### config.mk
export PLATFORM = sky130hd
export DESIGN_NAME = dds_queue
export DESIGN_NICKNAME = d
export VERILOG_FILES = /design/src/rtl/core/dds_pkg.sv /design/src/rtl/core/dds_queue.sv
export SDC_FILE = /design/constraint.sdc
export NUM_CORES = 1
export LEC_CHECK = 0
export ABC_AREA = 1
export ABC_CLOCK_PERIOD_IN_PS = 9000
export BUFFER_PORTS_ARGS = -buffer_cell sky130_fd_sc_hd__clkbuf_2
export CORE_MARGIN = 1.5
export CORE_UTILIZATION = 50
export DETAILED_ROUTE_END_ITERATION = 12
export PLACE_DENSITY_LB_ADDON = 0.12
export SETUP_SLACK_MARGIN = 0.3
export SLEW_MARGIN = 5
export SYNTH_ARGS = -nofsm -noshare
export SYNTH_HDL_FRONTEND = slang
export SYNTH_SLANG_ARGS = --single-unit
### constraint.sdc
create_clock -name clk -period 9 [get_ports clk]
set_clock_uncertainty 0.15 [all_clocks]
set_input_delay 1.8 -clock clk [delete_from_list [all_inputs] [get_ports clk]]
set_output_delay 1.8 -clock clk [all_outputs]
set_load 0.03 [all_outputs]
### src/rtl/core/dds_pkg.sv
// ----------------------------------------------------------------------------
// dds_pkg
// Types, codes and constants shared by the decimal digit sprite layout block.
// ----------------------------------------------------------------------------
package dds_pkg;

  localparam int MAX_SLOTS_DEFAULT = 10;
  localparam int DIGIT_MAX = 10;
  localparam int QUEUE_DEPTH = 2;
  localparam int CFG_INDEX_W = 3;
  localparam int CFG_DATA_W = 12;

  localparam logic [31:0] RECIP_TEN = 32'hCCCC_CCCD;

  localparam logic [CFG_INDEX_W-1:0] REG_GLYPH_WIDTH = 3'd0;
  localparam logic [CFG_INDEX_W-1:0] REG_GLYPH_HEIGHT = 3'd1;
  localparam logic [CFG_INDEX_W-1:0] REG_SHEET_TOP = 3'd2;
  localparam logic [CFG_INDEX_W-1:0] REG_NEG_ROW_EN = 3'd3;
  localparam logic [CFG_INDEX_W-1:0] REG_DIGIT_LIMIT = 3'd4;
  localparam logic [CFG_INDEX_W-1:0] REG_FILL_MODE = 3'd5;
  localparam logic [CFG_INDEX_W-1:0] REG_SIGN_ENABLE = 3'd6;
  localparam logic [CFG_INDEX_W-1:0] REG_SIGN_GAP = 3'd7;

  localparam logic [1:0] FILL_NONE = 2'd0;
  localparam logic [1:0] FILL_ZERO = 2'd1;
  localparam logic [1:0] FILL_SPACE = 2'd2;

  localparam logic [1:0] KIND_SIGN = 2'd0;
  localparam logic [1:0] KIND_DIGIT = 2'd1;
  localparam logic [1:0] KIND_FILLER = 2'd2;
  localparam logic [1:0] KIND_NONE = 2'd3;

  typedef struct packed {
    logic [7:0]  glyph_width;
    logic [7:0]  glyph_height;
    logic [11:0] sheet_top;
    logic        negative_row_enable;
    logic [3:0]  digit_limit;
    logic [1:0]  fill_mode;
    logic        sign_enable;
    logic [7:0]  sign_gap;
  } cfg_t;

  typedef struct packed {
    logic [DIGIT_MAX-1:0][3:0] digits;
    logic [3:0]                total;
    logic                      neg;
  } item_t;

  typedef struct packed {
    logic  push;
    item_t item;
  } queue_wr_t;

  typedef struct packed {
    logic  empty;
    logic  full;
    item_t head;
  } queue_st_t;

  typedef enum logic [1:0] {
    F_IDLE,
    F_CONV,
    F_PUSH
  } front_state_t;

  typedef enum logic [2:0] {
    B_IDLE,
    B_SIGN,
    B_OVF,
    B_ZERO,
    B_DIGIT
  } back_state_t;

endpackage

### src/rtl/core/dds_queue.sv
// ----------------------------------------------------------------------------
// dds_queue
// Short queue of digit sets between the converter and the record emitter.
// ----------------------------------------------------------------------------
module dds_queue (
  input  logic               clk,
  input  logic               rst,
  input  dds_pkg::queue_wr_t qwr,
  input  logic               pop,
  output dds_pkg::queue_st_t qst
);
  import dds_pkg::*;

  localparam int PTR_W = (QUEUE_DEPTH > 1) ? $clog2(QUEUE_DEPTH) : 1;
  localparam int CNT_W = $clog2(QUEUE_DEPTH + 1);

  item_t entries [QUEUE_DEPTH];
  logic [PTR_W-1:0] wr_ptr, rd_ptr;
  logic [CNT_W-1:0] count;
  logic do_push, do_pop;

  assign qst.empty = (count == CNT_W'(0));
  assign qst.full = (count == CNT_W'(QUEUE_DEPTH));
  assign qst.head = entries[rd_ptr];
  assign do_push = qwr.push && !qst.full;
  assign do_pop = pop && !qst.empty;

  always_ff @(posedge clk) begin
    if (rst) begin
      wr_ptr <= '0;
      rd_ptr <= '0;
      count <= '0;
    end else begin
      if (do_push) begin
        wr_ptr <= (wr_ptr == PTR_W'(QUEUE_DEPTH - 1)) ? '0 : wr_ptr + PTR_W'(1);
      end
      if (do_pop) begin
        rd_ptr <= (rd_ptr == PTR_W'(QUEUE_DEPTH - 1)) ? '0 : rd_ptr + PTR_W'(1);
      end
      if (do_push && !do_pop) begin
        count <= count + CNT_W'(1);
      end else if (do_pop && !do_push) begin
        count <= count - CNT_W'(1);
      end
    end
  end

  always_ff @(posedge clk) begin
    if (do_push) begin
      entries[wr_ptr] <= qwr.item;
    end
  end
endmodule

==> flow_metrics.env, run 1 <==
export IMPL_status="complete, no violations"
export IMPL_num_io_pins=96
export IMPL_synth_xor_area_share_pct=0
export IMPL_ys_flop_type="edfxtp_1"
export IMPL_slew_headroom_pct=43.1
export IMPL_dpl_cell_area_mm2=0.00425
export IMPL_yosysUniqueCellTypes=17
export IMPL_track_usage_pct=14.2
export IMPL_insertion_delay_ns=0.34
export IMPL_p_leak_nw=1.81
export IMPL_core_area_mm2=0.00721
export IMPL_routedWlPerCell_um=14.3
export IMPL_path_max_fanout=25
export IMPL_wl_mm=5.52
export IMPL_synthAdderAreaFrac_pct=0.338
export IMPL_ys_top_cells_by_area="edfxtp_1, mux2_4, dfxtp_1"
export IMPL_max_freq_mhz=240
export IMPL_avgViaCountPerCell=4.79
export IMPL_syn_inst=177
export IMPL_yosysMostFrequentCell="edfxtp_1"
export IMPL_die_area_mm2=0.00793
export IMPL_htree_levels=3
export IMPL_final_nets=331
export IMPL_synth_common_cells="edfxtp_1, mux2_4, nor2_1"
export IMPL_die_h_um=89.0
export IMPL_ys_ff_latch=95
export IMPL_period_share_pct=46.2
export IMPL_design_area_mm2=0.00451
export IMPL_ys_warn_count=0
export IMPL_syn_cell_area_mm2=0.00370
export IMPL_r2r_slack_ns=6.82
export IMPL_async_reset_ff_share_pct=0
export IMPL_post_cts_buffers=0
export IMPL_synth_simple_gate_area_share_pct=1.79
export IMPL_drv_cap=0
export IMPL_pwr_density_cell_mw_per_mm2=296
export IMPL_numCtsBuffers=9
export IMPL_start_util_pct=51.3
export IMPL_antenna_left=0
export IMPL_tritoncts="built"
export IMPL_antenna_found_initial=0
export IMPL_grt_pass1_wl_mm=7.87
export IMPL_row_count=31
export IMPL_gp_congestion=0.650
export IMPL_synth_compound_area_share_pct=1.01
export IMPL_die_w_um=89.0
export IMPL_synth_top_cell_area_share_pct=73.0
export IMPL_fin_ws_ns=4.84
export IMPL_ys_seq_area_share_pct=75.7
export IMPL_port_buffers=95
export IMPL_critPathLaunchType="flip-flop"
export IMPL_numClockSinks=95
export IMPL_preCtsSetupSlack_ns=5.18
export IMPL_drcViolationCount=0
export IMPL_finalSetupTns_ns=0
export IMPL_root_buffer="clkbuf_8"
export IMPL_fin_crit_ns=4.16
export IMPL_critical_path_required_ns=7.05
export IMPL_irDropWorstVdd_mv=0.153
export IMPL_ctsHoldBuffers=0
export IMPL_dp_hpwl_mm=3.67
export IMPL_max_stage_delay_ns=0.77
export IMPL_cts_resized=0
export IMPL_clk_pin_slew_ns=0.08
export IMPL_overflow=0
export IMPL_syn_to_final_growth_pct=21.8
export IMPL_max_slew_worst_pin_slew_ns=0.851
export IMPL_grt_pass1_vias=1765
export IMPL_setup_viol=0
export IMPL_drtIter0Drc=80
export IMPL_num_fill_cells=553
export IMPL_final_core_util_pct=62.5
export IMPL_yosys_area_top_type="edfxtp_1"
export IMPL_cp_end_kind="primary output"
export IMPL_crit_arrival_ns=2.21
export IMPL_final_max_slew_viol_count=0
export IMPL_critPathKind="reg2out"
export IMPL_synth_avg_cell_area_um2=20.9
export IMPL_slowest_stage="dfxtp_2"
export IMPL_vias=1844
export IMPL_insertedDiodeCount=0
export IMPL_min_path_type="reg2reg"
export IMPL_synth_edff_count=90
export IMPL_syn_num_nets=227
export IMPL_drt_pass1_iterations=4
export IMPL_grt_max_degree=31
export IMPL_rsz0062_at_grt="no"
export IMPL_ctsLongestPathBuffers=2
export IMPL_drive_gt1_share_pct=57.3
export IMPL_hold_violations=0
export IMPL_crit_path_cell_trace="buf_4 -> mux2_2 -> clkbuf_2"
export IMPL_muxShareOfSynthArea_pct=17.7
export IMPL_synth_top_family_by_area="multiplexers"
## final timing paths
path	start	end	depth (start not counted)
worst max-delay path	flip-flop	qst[23]	3
worst min register to register	wr_ptr$_SDFFE_PP0P_	wr_ptr$_SDFFE_PP0P_	2
worst max register to register	count[0]$_SDFFE_PP0P_	entries[0][15]$_DFFE_PP_	3
worst min-delay path	wr_ptr$_SDFFE_PP0P_	wr_ptr$_SDFFE_PP0P_	2
## routing by layer
| layer | global-route usage (%) | up-vias | share of wire, % |
|---|---|---|---|
| met5 | 0 | - | 0 |
| met1 | 15.6 | 897 | 39 |
| met4 | 7.13 | 0 | 1.3 |
| li1 | - | 880 | - |
| met2 | 24.7 | 59 | 53 |
| met3 | 4.80 | 8 | 6.2 |
## cells in the final DEF (no fill, tap or decap), drive strengths merged, types with 3 or more instances in the layout
master,count
bufinv,4
o21ai,5
edfxtp,90
clkbuf,105
dfxtp,5
nor2,9
buf,3
inv,9
nand2,4
mux2,45
## power breakdown
| part | internal [W] | total, W | switching [W] | leakage, nW |
|---|---|---|---|---|
| clock network | 0.000212 | 0.000347 | 0.000135 | 0.126 |
| logic | 0.000153 | 0.000395 | 0.000242 | 0.805 |
| registers | 0.000559 | 0.000592 | 0.0000328 | 0.881 |
| total | 0.000924 | 0.00133 | 0.000409 | 1.81 |
## cell families (layout without fill, tap and decap cells)
| family | after synthesis | in the layout |
|---|---|---|
| AO/OA/AOI/OAI | 6 | 6 |
| adder cells (fa/ha/maj) | 1 | 1 |
| buffers and inverters | 14 | 123 |
| flip-flops | 95 | 95 |
| multiplexers | 45 | 45 |
| AND/OR/NAND/NOR | 16 | 16 |
## area by class of cell
type	instances	area, um2	share of cell area [%]
clock buffer	10	128	2.83
clock inverter	6	133	2.94
inverter	9	33.8	0.749
multi-input combinational	68	788	17.5
sequential	95	2800	62.2
tap	99	124	2.75
timing repair buffer	98	498	11.0
## per-stage QoR
step           std cells  total power (W)  hold WS [ns]
2_1_floorplan        177         0.000923         0.325
3_3_place_gp         369         0.000998         0.374
3_5_place_dp         369          0.00100         0.383
4_1_cts              385          0.00135         0.403
5_1_grt              385          0.00140         0.433
6_report             385          0.00133         0.395
## sequential cells by signal, indices dropped and copies added, names as in the netlist, named ones only
signal and cells:
rd_ptr 1, entries 90, wr_ptr 1, count 2
## worst max-delay path: cells and delay by family, from the launching register on
kind,cells,cell delay (ns)
multiplexers,1,0.38
flip-flops,1,0.77
buffers and inverters,2,0.70
Power figures use the tool's default switching activity.
==> run 2, diff against run 1 <==
- ABC_CLOCK_PERIOD_IN_PS: 9000 -> 3700
- CORE_UTILIZATION: 50 -> 47
- clock period: 9 -> 3.7 ns (I/O delays scaled with it)
==> run 2 against run 1 <==
Setup slack worse by 3.9 ns. First-iteration DRC count is the same. Cell area down 1.4%. Highest routed layer unchanged. Via count down 0.76%. Register-to-register slack got worse by 5.1 ns. Critical path depth unchanged. Worst hold slack got worse by 0.0047 ns. Clock power grew 80%. Largest cell class unchanged. Clock-buffer cell count unchanged. Global-route usage is 0.16 points lower. Final cell count is 0.78% higher. Core utilization is 4.7 points lower.
==> flow_metrics.env, run 2 (synthesized netlist as in run 1, its figures left out) <==
export IMPL_regMostFlops="entries"
export IMPL_irDropWorstVdd_mv=0.299
export IMPL_p_leak_nw=1.78
export IMPL_die_area_mm2=0.00842
export IMPL_drt_pass1_iterations=4
export IMPL_fin_crit_ns=2.77
export IMPL_root_buffer="clkbuf_8"
export IMPL_core_area_mm2=0.00769
export IMPL_tritoncts="built"
export IMPL_final_max_slew_viol_count=0
export IMPL_stdcell_count=388
export IMPL_largest_reg_flops=90
export IMPL_slew_headroom_pct=68.6
export IMPL_vias=1830
export IMPL_final_nets=331
export IMPL_insertedDiodeCount=0
export IMPL_cts_resized=0
export IMPL_start_util_pct=48.1
export IMPL_post_cts_buffers=0
export IMPL_pwr_density_cell_mw_per_mm2=683
export IMPL_port_buffers=95
export IMPL_setup_viol=0
export IMPL_grt_pass1_vias=1799
export IMPL_crit_arrival_ns=1.88
export IMPL_critical_path_required_ns=2.81
export IMPL_gp_congestion=0.679
export IMPL_num_io_pins=96
export IMPL_final_common_cell="clkbuf_2"
export IMPL_drive_gt1_share_pct=56.3
export IMPL_die_h_um=91.7
export IMPL_path_max_fanout=33
export IMPL_numClockSinks=95
export IMPL_routedWlPerCell_um=14.5
export IMPL_max_slew_worst_pin_slew_ns=0.472
export IMPL_numCtsBuffers=9
export IMPL_grt_max_degree=35
export IMPL_dp_hpwl_mm=3.66
export IMPL_ctsLongestPathBuffers=2
export IMPL_die_w_um=91.7
export IMPL_top_regs="entries x90, count x2"
export IMPL_syn_to_final_growth_pct=20.0
export IMPL_wl_mm=5.61
export IMPL_cp_end_kind="primary output"
export IMPL_track_usage_pct=14.1
export IMPL_max_freq_mhz=361
export IMPL_ctsHoldBuffers=0
export IMPL_htree_levels=3
export IMPL_grt_pass1_wl_mm=8.71
export IMPL_antenna_found_initial=0
export IMPL_drcViolationCount=0
export IMPL_hold_violations=0
export IMPL_finalSetupTns_ns=0
export IMPL_fin_ws_ns=0.927
export IMPL_critPathKind="reg2out"
export IMPL_antenna_left=0
export IMPL_critPathLaunchType="flip-flop"
export IMPL_clk_pin_slew_ns=0.08
export IMPL_avgViaCountPerCell=4.72
export IMPL_preCtsSetupSlack_ns=1.28
export IMPL_rsz0062_at_grt="no"
export IMPL_min_path_type="reg2reg"
export IMPL_insertion_delay_ns=0.34
export IMPL_post_place_cells=372
export IMPL_drv_cap=0
export IMPL_status="complete, no violations"
export IMPL_period_share_pct=74.9
export IMPL_drtIter0Drc=80
export IMPL_overflow=0
export IMPL_row_count=32
export IMPL_final_cell_mix="clkbuf_2, edfxtp_1, mux2_4"
==> run 2: changes by cell type in the layout (fill, tap and decap cells not counted), sizes merged <==
cell	previous run	this run
clkinvlp	1	0
clkinv	1	5
bufinv	4	1
==> run 2: final timing paths <==
path	startpoint	cells after the start	slack [ns]	endpoint
max	flip-flop	3	0.93	qst[28]
min	wr_ptr$_SDFFE_PP0P_	2	0.39	wr_ptr$_SDFFE_PP0P_
max reg2reg	count[0]$_SDFFE_PP0P_	3	1.72	entries[0][10]$_DFFE_PP_
min reg2reg	wr_ptr$_SDFFE_PP0P_	2	0.39	wr_ptr$_SDFFE_PP0P_
==> run 2: layout make-up <==
cell class | instances | area, um2
fillers | 625 | 3240
repair buffers | 98 | 510
clock inverters | 6 | 51.3
inverters | 9 | 33.8
flip-flops and latches | 95 | 2800
well taps | 102 | 128
multi-input cells | 68 | 788
clock buffers | 10 | 128
==> run 2: layer usage <==
layer / vias to the layer above / routed length [um] / track usage [%] / share of wire, %
li1: 881 / - / - / -
met3: 10 / 284 / 4.15 / 5.1
met5: - / 0 / 0 / 0
met1: 878 / 2470 / 17.2 / 44
met4: 0 / 118 / 7.31 / 2.1
met2: 61 / 2740 / 22.6 / 49
==> run 2: worst max-delay path, stage by stage (launching register included) <==
cell      delay [ns]
dfxtp_2         0.63
buf_12          0.31
mux2_2          0.37
clkbuf_2        0.18
==> run 2: through the flow <==
stage	hold WS (ns)	utilization, %	instance area, um2	total power [W]
after floorplan	0.325	-	3700	0.00225
after global placement	0.376	55.5	4260	0.00244
after detailed placement	0.385	55.5	4260	0.00245
after CTS	0.393	57.8	4440	0.00307
after global routing	0.405	57.8	4440	0.00318
final	0.391	57.8	4440	0.00303
==> run 2: power breakdown <==
group          total [W]  leakage (nW)  switching [W]  internal [W]
logic           0.000981         0.808       0.000601      0.000380
registers        0.00143         0.881      0.0000692       0.00136
clock network   0.000626        0.0925       0.000322      0.000304
total            0.00303          1.78       0.000992       0.00204
