==> config.mk <==
export PLATFORM = sky130hd
export DESIGN_NAME = dds_back_flat
export DESIGN_NICKNAME = d
export VERILOG_FILES = /design/src/rtl/core/dds_pkg.sv /design/src/rtl/core/dds_out_if.sv /design/src/rtl/core/dds_back.sv /design/src/flat_wrapper.sv
export SDC_FILE = /design/constraint.sdc
export NUM_CORES = 1
export LEC_CHECK = 0
export BUFFER_PORTS_ARGS = -buffer_cell sky130_fd_sc_hd__buf_2
export CORE_MARGIN = 8
export CORE_UTILIZATION = 46
export DETAILED_ROUTE_END_ITERATION = 8
export GPL_ROUTABILITY_DRIVEN = 1
export PLACE_DENSITY = 0.67
export SLEW_MARGIN = 15
export SYNTH_ARGS = -nofsm -noshare
export SYNTH_HDL_FRONTEND = slang
export SYNTH_SLANG_ARGS = --single-unit
export TNS_END_PERCENT = 5
==> constraint.sdc <==
create_clock -name clk -period 24.7 [get_ports clk]
set_input_delay 7.41 -clock clk [delete_from_list [all_inputs] [get_ports clk]]
set_output_delay 7.41 -clock clk [all_outputs]
set_load 0.03 [all_outputs]
==> src/rtl/core/dds_pkg.sv <==
// ----------------------------------------------------------------------------
// dds_pkg
// Types, codes and constants shared by the decimal digit sprite layout block.
// ----------------------------------------------------------------------------
package dds_pkg;

  localparam int MAX_SLOTS_DEFAULT = 10;
  localparam int DIGIT_MAX = 10;
  localparam int QUEUE_DEPTH = 2;
  localparam int CFG_INDEX_W = 3;
  localparam int CFG_DATA_W = 12;

  localparam logic [31:0] RECIP_TEN = 32'hCCCC_CCCD;

  localparam logic [CFG_INDEX_W-1:0] REG_GLYPH_WIDTH = 3'd0;
  localparam logic [CFG_INDEX_W-1:0] REG_GLYPH_HEIGHT = 3'd1;
  localparam logic [CFG_INDEX_W-1:0] REG_SHEET_TOP = 3'd2;
  localparam logic [CFG_INDEX_W-1:0] REG_NEG_ROW_EN = 3'd3;
  localparam logic [CFG_INDEX_W-1:0] REG_DIGIT_LIMIT = 3'd4;
  localparam logic [CFG_INDEX_W-1:0] REG_FILL_MODE = 3'd5;
  localparam logic [CFG_INDEX_W-1:0] REG_SIGN_ENABLE = 3'd6;
  localparam logic [CFG_INDEX_W-1:0] REG_SIGN_GAP = 3'd7;

  localparam logic [1:0] FILL_NONE = 2'd0;
  localparam logic [1:0] FILL_ZERO = 2'd1;
  localparam logic [1:0] FILL_SPACE = 2'd2;

  localparam logic [1:0] KIND_SIGN = 2'd0;
  localparam logic [1:0] KIND_DIGIT = 2'd1;
  localparam logic [1:0] KIND_FILLER = 2'd2;
  localparam logic [1:0] KIND_NONE = 2'd3;

  typedef struct packed {
    logic [7:0]  glyph_width;
    logic [7:0]  glyph_height;
    logic [11:0] sheet_top;
    logic        negative_row_enable;
    logic [3:0]  digit_limit;
    logic [1:0]  fill_mode;
    logic        sign_enable;
    logic [7:0]  sign_gap;
  } cfg_t;

  typedef struct packed {
    logic [DIGIT_MAX-1:0][3:0] digits;
    logic [3:0]                total;
    logic                      neg;
  } item_t;

  typedef struct packed {
    logic  push;
    item_t item;
  } queue_wr_t;

  typedef struct packed {
    logic  empty;
    logic  full;
    item_t head;
  } queue_st_t;

  typedef enum logic [1:0] {
    F_IDLE,
    F_CONV,
    F_PUSH
  } front_state_t;

  typedef enum logic [2:0] {
    B_IDLE,
    B_SIGN,
    B_OVF,
    B_ZERO,
    B_DIGIT
  } back_state_t;

endpackage

==> src/rtl/core/dds_out_if.sv <==
// ----------------------------------------------------------------------------
// dds_out_if
// Glyph record channel: valid/ready handshake with one layout record.
// ----------------------------------------------------------------------------
interface dds_out_if;
  logic        valid;
  logic        ready;
  logic [1:0]  glyph_kind;
  logic [3:0]  glyph_slot;
  logic [11:0] source_x;
  logic [12:0] source_y;
  logic [11:0] draw_x;
  logic [11:0] panel_width;
  logic        overflow;
  logic        last;

  modport source (
    output valid, output glyph_kind, output glyph_slot, output source_x,
    output source_y, output draw_x, output panel_width, output overflow,
    output last, input ready
  );
  modport sink (
    input valid, input glyph_kind, input glyph_slot, input source_x,
    input source_y, input draw_x, input panel_width, input overflow,
    input last, output ready
  );
endinterface

==> src/rtl/core/dds_back.sv <==
// ----------------------------------------------------------------------------
// dds_back
// Takes a digit set, works out the layout of the panel and emits one glyph
// record per cycle into an output register while the receiver accepts them.
// ----------------------------------------------------------------------------
module dds_back #(
  parameter int MAX_SLOTS = dds_pkg::MAX_SLOTS_DEFAULT
) (
  input  logic               clk,
  input  logic               rst,
  input  dds_pkg::cfg_t      cfg,
  input  dds_pkg::queue_st_t qst,
  output logic               pop,
  dds_out_if.source          records
);
  import dds_pkg::*;

  back_state_t state, state_next;

  // per-item layout registers
  logic [DIGIT_MAX-1:0][3:0] digits;
  logic [3:0]  total;
  logic [3:0]  limit;
  logic [3:0]  nz;
  logic        ovf;
  logic [12:0] sy;
  logic [11:0] zpos;
  logic [11:0] dpos;
  logic [3:0]  cnt;
  logic [11:0] panel_width_reg;

  // output register
  logic        out_valid;
  logic [1:0]  out_kind;
  logic [3:0]  out_slot;
  logic [11:0] out_sx;
  logic [12:0] out_sy;
  logic [11:0] out_dx;
  logic        out_last;
  logic        advance;

  // setup from the queue head
  logic [3:0]  s_limit;
  logic        s_ovf;
  logic [3:0]  s_nfill;
  logic [3:0]  s_nsum;
  logic [8:0]  s_sign_off;
  logic [11:0] s_span;
  logic [11:0] s_panel;
  logic [12:0] s_sy;
  logic        s_fill;

  // record being built
  logic        rec_valid;
  logic [1:0]  rec_kind;
  logic [3:0]  rec_slot;
  logic [11:0] rec_sx;
  logic [12:0] rec_sy;
  logic [11:0] rec_dx;
  logic        rec_last;
  logic [11:0] digit_sx;

  assign advance = !out_valid || records.ready;

  always_comb begin
    s_limit = (cfg.digit_limit > 4'(MAX_SLOTS)) ? 4'(MAX_SLOTS) : cfg.digit_limit;
    s_ovf = qst.head.total > s_limit;
    s_fill = (cfg.fill_mode == FILL_ZERO) || (cfg.fill_mode == FILL_SPACE);
    s_nfill = (s_fill && !s_ovf) ? (s_limit - qst.head.total) : 4'd0;
    s_nsum = qst.head.total + s_nfill;
    s_sign_off = cfg.sign_enable ? ({1'b0, cfg.glyph_width} + {1'b0, cfg.sign_gap}) : 9'd0;
    s_span = 12'({8'd0, s_nsum} * {4'd0, cfg.glyph_width});
    s_panel = s_span + {3'd0, s_sign_off};
    s_sy = {1'b0, cfg.sheet_top} +
           ((qst.head.neg && cfg.negative_row_enable) ? {5'd0, cfg.glyph_height} : 13'd0);
  end

  assign digit_sx = 12'({8'd0, digits[cnt]} * {4'd0, cfg.glyph_width});

  always_ff @(posedge clk) begin
    if (rst) begin
      state <= B_IDLE;
      out_valid <= 1'b0;
      panel_width_reg <= '0;
    end else begin
      state <= state_next;
      if (advance) begin
        out_valid <= rec_valid;
      end
      if (state == B_IDLE && advance && !qst.empty && !s_ovf) begin
        panel_width_reg <= s_panel;
      end
    end
  end

  always_comb begin
    state_next = state;
    pop = 1'b0;
    rec_valid = 1'b0;
    rec_kind = KIND_DIGIT;
    rec_slot = cnt;
    rec_sx = digit_sx;
    rec_sy = sy;
    rec_dx = dpos;
    rec_last = 1'b0;
    if (advance) begin
      case (state)
        B_IDLE: begin
          if (!qst.empty) begin
            pop = 1'b1;
            if (cfg.sign_enable) begin
              state_next = B_SIGN;
            end else if (s_ovf) begin
              state_next = B_OVF;
            end else if (cfg.fill_mode == FILL_ZERO && s_nfill != 4'd0) begin
              state_next = B_ZERO;
            end else begin
              state_next = B_DIGIT;
            end
          end
        end
        B_SIGN: begin
          rec_valid = 1'b1;
          rec_kind = KIND_SIGN;
          rec_slot = 4'(MAX_SLOTS);
          rec_sx = 12'({4'd0, cfg.glyph_width} * 12'd10);
          rec_dx = 12'd0;
          if (ovf) begin
            state_next = B_OVF;
          end else if (nz != 4'd0) begin
            state_next = B_ZERO;
          end else begin
            state_next = B_DIGIT;
          end
        end
        B_OVF: begin
          rec_valid = 1'b1;
          rec_kind = KIND_NONE;
          rec_slot = 4'd0;
          rec_sx = 12'd0;
          rec_sy = 13'd0;
          rec_dx = 12'd0;
          rec_last = 1'b1;
          state_next = B_IDLE;
        end
        B_ZERO: begin
          rec_valid = 1'b1;
          rec_kind = KIND_FILLER;
          rec_slot = limit - cnt - 4'd1;
          rec_sx = 12'd0;
          rec_dx = zpos;
          if (cnt == nz - 4'd1) begin
            state_next = B_DIGIT;
          end
        end
        B_DIGIT: begin
          rec_valid = 1'b1;
          if (cnt == total - 4'd1) begin
            rec_last = 1'b1;
            state_next = B_IDLE;
          end
        end
        default: state_next = B_IDLE;
      endcase
    end
  end

  always_ff @(posedge clk) begin
    if (advance) begin
      out_kind <= rec_kind;
      out_slot <= rec_slot;
      out_sx <= rec_sx;
      out_sy <= rec_sy;
      out_dx <= rec_dx;
      out_last <= rec_last;
      case (state)
        B_IDLE: begin
          if (!qst.empty) begin
            digits <= qst.head.digits;
            total <= qst.head.total;
            limit <= s_limit;
            ovf <= s_ovf;
            nz <= (cfg.fill_mode == FILL_ZERO) ? s_nfill : 4'd0;
            sy <= s_sy;
            zpos <= {3'd0, s_sign_off};
            dpos <= s_panel - {4'd0, cfg.glyph_width};
            cnt <= 4'd0;
          end
        end
        B_ZERO: begin
          zpos <= zpos + {4'd0, cfg.glyph_width};
          cnt <= (cnt == nz - 4'd1) ? 4'd0 : cnt + 4'd1;
        end
        B_DIGIT: begin
          dpos <= dpos - {4'd0, cfg.glyph_width};
          cnt <= cnt + 4'd1;
        end
        default: begin
        end
      endcase
    end
  end

  assign records.valid = out_valid;
  assign records.glyph_kind = out_kind;
  assign records.glyph_slot = out_slot;
  assign records.source_x = out_sx;
  assign records.source_y = out_sy;
  assign records.draw_x = out_dx;
  assign records.panel_width = panel_width_reg;
  assign records.overflow = ovf;
  assign records.last = out_last;
endmodule

==> src/flat_wrapper.sv <==
// flat-port wrapper written by rule: the top's interface ports become plain ports
module dds_back_flat import dds_pkg::*;
#(
  parameter int MAX_SLOTS = dds_pkg::MAX_SLOTS_DEFAULT
)
  (clk, rst, cfg, qst, pop, records_valid, records_glyph_kind, records_glyph_slot, records_source_x, records_source_y, records_draw_x, records_panel_width, records_overflow, records_last, records_ready);
  dds_out_if records_i ();
  input  logic clk;
  input  logic rst;
  input  dds_pkg::cfg_t cfg;
  input  dds_pkg::queue_st_t qst;
  output logic pop;
  output wire logic [$bits(records_i.valid)-1:0] records_valid;
  output wire logic [$bits(records_i.glyph_kind)-1:0] records_glyph_kind;
  output wire logic [$bits(records_i.glyph_slot)-1:0] records_glyph_slot;
  output wire logic [$bits(records_i.source_x)-1:0] records_source_x;
  output wire logic [$bits(records_i.source_y)-1:0] records_source_y;
  output wire logic [$bits(records_i.draw_x)-1:0] records_draw_x;
  output wire logic [$bits(records_i.panel_width)-1:0] records_panel_width;
  output wire logic [$bits(records_i.overflow)-1:0] records_overflow;
  output wire logic [$bits(records_i.last)-1:0] records_last;
  input wire logic [$bits(records_i.ready)-1:0] records_ready;
  assign records_valid = records_i.valid;
  assign records_glyph_kind = records_i.glyph_kind;
  assign records_glyph_slot = records_i.glyph_slot;
  assign records_source_x = records_i.source_x;
  assign records_source_y = records_i.source_y;
  assign records_draw_x = records_i.draw_x;
  assign records_panel_width = records_i.panel_width;
  assign records_overflow = records_i.overflow;
  assign records_last = records_i.last;
  assign records_i.ready = records_ready;
  dds_back #(.MAX_SLOTS(MAX_SLOTS)) u_core (.clk(clk), .rst(rst), .cfg(cfg), .qst(qst), .pop(pop), .records(records_i));
endmodule
==> results of run 1 <==
metal layers:
| metal | vias to the layer above | part of all wire | wire length, um |
|---|---|---|---|
| li1 | 3792 | - | - |
| met1 | 3595 | 0.46 | 11200 |
| met2 | 199 | 0.46 | 11000 |
| met3 | 26 | 0.065 | 1590 |
| met4 | 6 | 0.015 | 354 |
| met5 | - | 0.0014 | 34 |
power by group through the flow:
| stage | sequential, uW | clock [uW] | combinational, uW |
|---|---|---|---|
| CTS | 494 | 274 | 999 |
| finish | 493 | 266 | 992 |
| global placement | 496 | 0 | 977 |
| detailed placement | 498 | 0 | 993 |
| global route | 505 | 283 | 1120 |
| floorplan | 558 | 0 | 701 |
cell usage in the layout, fill, tap and decap left out, drive strengths merged, types with 33 or more instances in the layout:
cell type	synthesis	routed
buf	10	158
edfxtp	138	138
inv	96	102
ha	93	93
nand2	92	92
o21ai	55	55
nor2	53	53
a21oi	49	49
fa	40	40
xnor2	37	37
and2	36	36
nor2b	33	33
worst paths after layout:
check,slack [ps],to,startpoint
worst max register to register,19660,u_core.records.source_x[11],u_core.cnt[1]
worst min-delay path,450,u_core.records.panel_width[0],u_core.records.panel_width[0]
worst min register to register,450,u_core.records.panel_width[0],u_core.records.panel_width[0]
worst max-delay path,8230,pop,records_ready
tightest hold or removal path, stage by stage, from the launching register on:
cell	delay, ps
dfxtp_1	310
nand2_1	50
a21oi_1	50
Yosys cell counts, drive strengths merged (2+ instances only):
library cell    n  area, sq um
or2             3         18.8
nor2           53          199
fa             40          801
a31oi           3         18.8
a21oi          49          253
or3             5         31.3
nand2          92          345
and2           36          225
a211oi          9         67.6
and3           11         73.8
o21bai          6         45.0
a2111oi         3         45.1
o22ai           5         31.3
nor3           19         95.1
xor2           28          245
a22o           13          114
o2111ai         4         35.0
a211o           2         17.5
nor3b          10         97.6
buf            10         47.6
nand2b          7         43.8
a21boi          8         60.1
o211ai          6         50.1
nand3b         10         75.1
nor2b          33          206
mux2i          11          110
mux4            8          180
inv            96          360
a21o           15          113
o21ai          55          275
ha             93         1160
dfxtp          16          320
nand3          10         50.1
edfxtp        138         4140
o21a            8         61.3
a41oi           2         17.5
clkbuf         18         67.6
xnor2          37          324
o31a            5         43.8
per-stage QoR:
stage | cell area (sq um) | utilization
3_5_place_dp | 11600 | 0.515
4_1_cts | 12200 | 0.543
5_1_grt | 12200 | 0.543
2_1_floorplan | 10600 | -
6_report | 12200 | 0.543
3_3_place_gp | 11600 | 0.515
cell type report:
cell class	count	area share
clock buffer	17	0.0347
clock inverter	15	0.0158
inverter	96	0.0294
multi-input combinational	711	0.460
sequential	154	0.364
tap	285	0.0291
timing repair buffer	158	0.0660
cell families (layout without fill, tap and decap cells):
logic type,Yosys count,after routing,synth area share
fa+ha+maj,133,133,0.186
flops,154,154,0.422
compound gates,200,200,0.124
mux,20,20,0.0285
buf+inv,124,286,0.0450
simple gates,293,293,0.141
xor+xnor,65,65,0.0538
==> impl_metrics.tcl, run 1 <==
set metrics [dict create \
    status "complete, no violations" \
    syn-cell-area_sq_um 10600 \
    num_vias 7618 \
    crit_path_start_kind "primary input" \
    top_register "u_core.digits" \
    post_cts_resized 0 \
    ys_seq_elements 154 \
    crit_family "buffers and inverters" \
    grt_max_degree 69 \
    r2r_cells 15 \
    netlist_instances 989 \
    finalCriticalPeriod_ps 16470 \
    use_met3 0.0482 \
    detail-route-antenna-nets 0 \
    grt.met2_usage 0.285 \
    gr-total-overflow 0 \
    critPathBufInv 4 \
    irDropWorstVdd_mv 0.0634 \
    core-area_sq_um 22600 \
    finalPower_uw 1750 \
    drc 0 \
    gp_congestion 0.867 \
    path_depth 6 \
    drtIter0Drc 333 \
    cts_htree_levels 4 \
    vias_per_cell 5.31 \
    rsz0062_at_grt "no" \
    cts_tree "yes" \
    ys_types 61 \
    slew_headroom 0.289 \
    critPathMostFrequentCell "buf_2" \
    switching_power_uw 771 \
    slowest_delay_ps 640 \
    switching_share 0.440 \
    cp.arrival_ps 9060 \
    die_h_um 168 \
    track_usage 0.176 \
    path_cells "buf_2 > nor2b_1 > or3_1 > inv_2 > buf_4 > buf_2" \
    synthFlopType "edfxtp_1" \
    area_growth_syn_to_layout_pct 15.8 \
    synthArstFlopShare 0 \
    wl_per_cell_um 16.9 \
    power.share.clock 0.152 \
    combinationalPowerShare 0.567 \
    cts_made_buffers 17 \
    largest_reg_flops 40 \
    initial_utilization 0.468 \
    seq_area_frac_synth 0.422 \
    port_buffers 151 \
    clock_latency_ps 440 \
    fin_crit_sh 0.667 \
    syn_nets 1216 \
    hold_viol 0 \
    worst_slack_ps 8230 \
    drt_wl_total_mm 24.2 \
    crit_required_ps 17290 \
    cp_max_fo 68 \
    fillers 2022 \
    crit_type "in -> out" \
    pre_cts_ws_ps 8200 \
    power_density_nw_per_um2 143 \
    yosys_warnings 0 \
    whs_path_depth 2 \
    clk_pin_slew_ps 70 \
    regArea_sq_um 4460 \
    slowest_stage "buf_4" \
    io_pins 153 \
    synth_edf_count 138 \
    die_w_um 168 \
    tightest_slew_ps 1060 \
    p_leak_uw 0.00543 \
    synth_area_per_cell_sq_um 10.7 \
    busiest_layer "met2" \
    drive_gt1_frac 0.186 \
    root_buffer "clkbuf_16" \
    seq_power_share 0.282 \
    setup_viol 0 \
    hpwl_mm 18.3 \
    gr-usage-met1 0.227 \
    drtPass1Iterations 7 \
    clockBufferDepth 2 \
    multi_input_area_sq_um 5640 \
    cts.sinks 154 \
    intPower_uw 980 \
    hp-class "reg -> reg" \
    grt_pass1_vias 7647 \
    dp_cells 1404 \
    core.rowCount 55 \
    cap_violations 0 \
    dieArea_sq_um 28100 \
    max_freq_ghz 0.0607 \
    nets 1365 \
    n_antenna_cell 0 \
    worst_setup_path_end_kind "output pin" \
    post_cts.repair.setup_buffers 0 \
    drv_slew 0 \
    holdWs_ps 451 \
    finalClockSkew_ps 16.3 \
    grt_antenna_before_repair 3 \
    ctsHoldBuffers 0 \
    grt_pass1_wl_mm 39.2 \
    instances_no_fill 1436 \
    tns_ps 0 \
]
Power figures use the tool's default switching activity.
==> run 2: changes to the inputs <==
==> constraint.sdc (replaced) <==
create_clock -name clk -period 16.8 [get_ports clk]
set_input_delay 5.04 -clock clk [delete_from_list [all_inputs] [get_ports clk]]
set_output_delay 5.04 -clock clk [all_outputs]
set_load 0.03 [all_outputs]
==> run 2 against run 1 <==
Routed wire length grew 0.23%. Non-clock buffer count is the same. Global-route usage grew 0.26 points. Design area is essentially flat. Final cell count is the same. Worst setup slack lost 3700 ps. Largest power group unchanged.
==> impl_metrics.tcl, run 2 (synthesis results as in run 1) <==
set metrics [dict create \
    status "complete, no violations" \
    top_register "u_core.digits" \
    hold_viol 0 \
    drt_wl_total_mm 24.3 \
    place_area_sq_um 11600 \
    port_buffers 151 \
    root_buffer "clkbuf_16" \
    slowest_stage "xnor2_1" \
    finalClockSkew_ps 14.7 \
    drc 0 \
    grt_antenna_before_repair 3 \
    cts_htree_levels 4 \
    cap_violations 0 \
    grt_pass1_wl_mm 39.9 \
    num_vias 7577 \
    ctsHoldBuffers 0 \
    io_pins 153 \
    cts.sinks 154 \
    tightest_slew_ps 1080 \
    post_cts.repair.setup_buffers 0 \
    rsz0062_at_grt "no" \
    vias_per_cell 5.28 \
    finalCriticalPeriod_ps 12280 \
    min_from "u_core.records.panel_width[1]" \
    clk_pin_slew_ps 70 \
    post_cts_resized 0 \
    area_growth_syn_to_layout_pct 15.9 \
    gr-total-overflow 0 \
    startpoint "cfg[13]" \
    crit_family "adder cells" \
    track_usage 0.178 \
    tns_ps 0 \
    cts_tree "yes" \
    setup_viol 0 \
    irDropWorstVdd_mv 0.0996 \
    final_core_util 0.543 \
    cp_max_fo 10 \
    gp_congestion 0.860 \
    critPathBufInv 3 \
    instances_no_fill 1436 \
    fin_crit_sh 0.731 \
    slew_headroom 0.277 \
    initial_utilization 0.468 \
    detail-route-antenna-nets 0 \
    p_leak_uw 0.00543 \
    cp.arrival_ps 12470 \
    grt_pass1_vias 7824 \
    drtIter0Drc 342 \
    hpwl_mm 18.3 \
    crit_required_ps 16990 \
    layout_commonest_cell "buf_2" \
    final_area_sq_um 12300 \
    crit_type "in -> reg" \
    max_freq_ghz 0.0814 \
    cts_made_buffers 17 \
    hp-class "reg -> reg" \
    crit_path_start_kind "primary input" \
    largest_reg_flops 40 \
    drive_gt1_frac 0.187 \
    grt_max_degree 67 \
    core.rowCount 55 \
    die_w_um 168 \
    die_h_um 168 \
    slowest_delay_ps 640 \
    worst_setup_path_end_kind "flip-flop" \
    dieArea_sq_um 28100 \
    finalPower_uw 2580 \
    layout_common_cells "buf_2, edfxtp_1, inv_1" \
    nets 1365 \
    clockBufferDepth 2 \
    n_antenna_cell 0 \
    wl_per_cell_um 16.9 \
    drv_slew 0 \
    dp_cells 1404 \
    core-area_sq_um 22600 \
    rr_startpoint "u_core.cnt[1]" \
    drtPass1Iterations 5 \
    power_density_nw_per_um2 211 \
    clock_latency_ps 440 \
]
[run 2: cell type report]
type / count / area [sq um]
Clock buffer: 17 / 425
Inverter: 96 / 360
Tap cell: 285 / 357
Timing Repair Buffer: 158 / 808
Clock inverter: 15 / 194
Sequential cell: 154 / 4460
Fill cell: 1999 / 10300
Multi-Input combinational cell: 711 / 5640
[run 2: worst reg2reg max path, cell delays in order (launching register included)]
cell and delay, ps:
edfxtp_1 840, mux4_2 360, mux2i_1 90, o21ai_1 540, nand2_1 170, fa_1 530, fa_1 540, inv_1 70
ha_1 290, a21o_1 150, a21o_1 200, a211oi_1 360, o21ai_0 170, a31oi_1 210, xor2_1 160, o21ai_0 90
[run 2: metrics by stage]
| stage | hold slack [ps] | setup WS, ps |
|---|---|---|
| after floorplan | 509 | 5150 |
| after global placement | 442 | 4180 |
| after detailed placement | 445 | 4050 |
| after CTS | 456 | 4520 |
| after global routing | 480 | 3900 |
| final | 454 | 4520 |
[run 2: final timing paths]
check / endpoint / slack [ps] / depth (start not counted)
hold / removal: u_core.records.panel_width[1] / 450 / 2
hold reg to reg: u_core.records.panel_width[1] / 450 / 2
setup / recovery: u_core.dpos[11] / 4520 / 32
setup reg to reg: u_core.records.source_x[11] / 11780 / 15
[run 2: power breakdown]
part | internal, uW | switching [uW]
clock network | 204 | 192
registers | 645 | 80.0
logic | 591 | 869
total | 1440 | 1140
[run 2: routing by layer]
metal | track usage | share of wire | routed length [um]
met3 | 0.0600 | 0.073 | 1760
met4 | 0.0489 | 0.012 | 289
met2 | 0.288 | 0.45 | 10900
met1 | 0.226 | 0.46 | 11300
met5 | 0 | 0.0015 | 36
==> run 3: changes to the inputs <==
--- a/config.mk
+++ b/config.mk
@@ -10,7 +10,7 @@
 export CORE_UTILIZATION = 46
 export DETAILED_ROUTE_END_ITERATION = 8
 export GPL_ROUTABILITY_DRIVEN = 1
-export PLACE_DENSITY = 0.67
+export PLACE_DENSITY = 0.7
 export SLEW_MARGIN = 15
 export SYNTH_ARGS = -nofsm -noshare
 export SYNTH_HDL_FRONTEND = slang
==> constraint.sdc (replaced) <==
create_clock -name clk -period 11.2 [get_ports clk]
set_input_delay 3.36 -clock clk [delete_from_list [all_inputs] [get_ports clk]]
set_output_delay 3.36 -clock clk [all_outputs]
set_load 0.03 [all_outputs]
==> run 3 against run 2 <==
Power rose by 50%. Worst setup slack got worse by 3400 ps. Design area barely moved. Clock power rose by 46%. Flip-flop and latch count did not move. Count of clock-buffer cells in the layout did not move. Combinational power rose by 51%. Hold slack barely moved. Largest cell class unchanged.
==> impl_metrics.tcl, run 3 (synthesis results as in run 1) <==
set metrics [dict create \
    grt.met2_usage 0.296 \
    cap_violations 0 \
    cp.arrival_ps 10240 \
    busiest_layer "met2" \
    core.rowCount 55 \
    root_buffer "clkbuf_16" \
    post_cts_resized 0 \
    wl_per_cell_um 17.2 \
    dp_cells 1404 \
    finalCriticalPeriod_ps 10080 \
    rsz0062_at_grt "no" \
    cts.sinks 154 \
    grt_pass1_wl_mm 40.1 \
    gr-usage-met1 0.221 \
    slowest_delay_ps 540 \
    drt_wl_total_mm 24.6 \
    combinationalPowerShare 0.569 \
    io_pins 153 \
    use_met3 0.0517 \
    tns_ps 0 \
    drtPass1Iterations 6 \
    port_buffers 151 \
    tightest_slew_ps 1030 \
    clockBufferDepth 2 \
    whs_path_depth 2 \
    top_register "u_core.digits" \
    drtIter0Drc 417 \
    drc 0 \
    die_h_um 168 \
    detail-route-antenna-nets 0 \
    largest_reg_flops 40 \
    slew_headroom 0.309 \
    cts_made_buffers 17 \
    crit_path_start_kind "primary input" \
    grt_pass1_vias 7972 \
    hpwl_mm 18.7 \
    area_growth_syn_to_layout_pct 15.8 \
    cp_max_fo 7 \
    switching_share 0.443 \
    cts_tree "yes" \
    switching_power_uw 1710 \
    track_usage 0.180 \
    crit_required_ps 11360 \
    p_leak_uw 0.00543 \
    layout_common_cells "buf_2, edfxtp_1, inv_1" \
    status "complete, no violations" \
    hp-class "reg -> reg" \
    n_antenna_cell 0 \
    gr-total-overflow 0 \
    slowest_stage "fa_1" \
    cts_htree_levels 4 \
    intPower_uw 2160 \
    clk_pin_slew_ps 60 \
    grt_antenna_before_repair 2 \
    core-area_sq_um 22600 \
    gp_congestion 0.846 \
    seq_power_share 0.282 \
    power_density_nw_per_um2 316 \
    clock_latency_ps 430 \
    crit_type "in -> reg" \
    max_freq_ghz 0.0992 \
    finalClockSkew_ps 9.52 \
    nets 1365 \
    fin_crit_sh 0.900 \
    dieArea_sq_um 28100 \
    ctsHoldBuffers 0 \
    layout_commonest_cell "buf_2" \
    place_area_sq_um 11600 \
    irDropWorstVdd_mv 0.136 \
    drv_slew 0 \
    final_area_sq_um 12200 \
    post_cts.repair.setup_buffers 0 \
    worst_setup_path_end_kind "flip-flop" \
    grt_max_degree 69 \
    setup_viol 0 \
    initial_utilization 0.468 \
    num_vias 7744 \
    die_w_um 168 \
    r2r_cells 15 \
    power.share.clock 0.150 \
    drive_gt1_frac 0.186 \
    vias_per_cell 5.39 \
    finalPower_uw 3870 \
    hold_viol 0 \
    instances_no_fill 1436 \
]
[run 3: final timing paths]
path	slack, ps	end	from
setup / recovery	1120	u_core.dpos[11]	cfg[13]
hold reg to reg	450	u_core.records.panel_width[7]	u_core.records.panel_width[7]
hold / removal	450	u_core.records.panel_width[7]	u_core.records.panel_width[7]
setup reg to reg	6090	u_core.records.source_x[11]	u_core.cnt[1]
[run 3: critical path, delay by kind of cell]
family                     cells  cell delay (ps)
buffers and inverters          4              420
and+or+nand+nor                6              870
xor gates and xnor gates       3              560
AOI/OAI and AO/OA             12             1950
adders and majority gates      8             3100
[run 3: cell type report]
class                           instances  area, sq um
Clock buffer                           17          425
Clock inverter                         15          186
Fill cell                            2007        10300
Inverter                               96          360
Multi-Input combinational cell        711         5640
Sequential cell                       154         4460
Tap cell                              285          357
Timing Repair Buffer                  158          808
[run 3: per-stage QoR]
step           worst slack, ps   util  hold WS (ps)
6_report                  1120  0.542           454
2_1_floorplan             1230      -           509
3_5_place_dp               660  0.515           447
4_1_cts                   1110  0.542           457
5_1_grt                    471  0.542           473
3_3_place_gp               790  0.515           444
[run 3: power by group through the flow]
stage / registers (uW) / clock network, uW / logic [uW]
6_report: 1090 / 580 / 2200
5_1_grt: 1120 / 612 / 2450
4_1_cts: 1090 / 593 / 2210
3_5_place_dp: 1100 / 0 / 2180
3_3_place_gp: 1100 / 0 / 2130
2_1_floorplan: 1230 / 0 / 1550
[run 3: metal layers]
metal | vias to the layer above | part of all wire
li1 | 3795 | -
met5 | - | 0.00073
met3 | 36 | 0.090
met2 | 252 | 0.45
met4 | 4 | 0.024
met1 | 3657 | 0.43
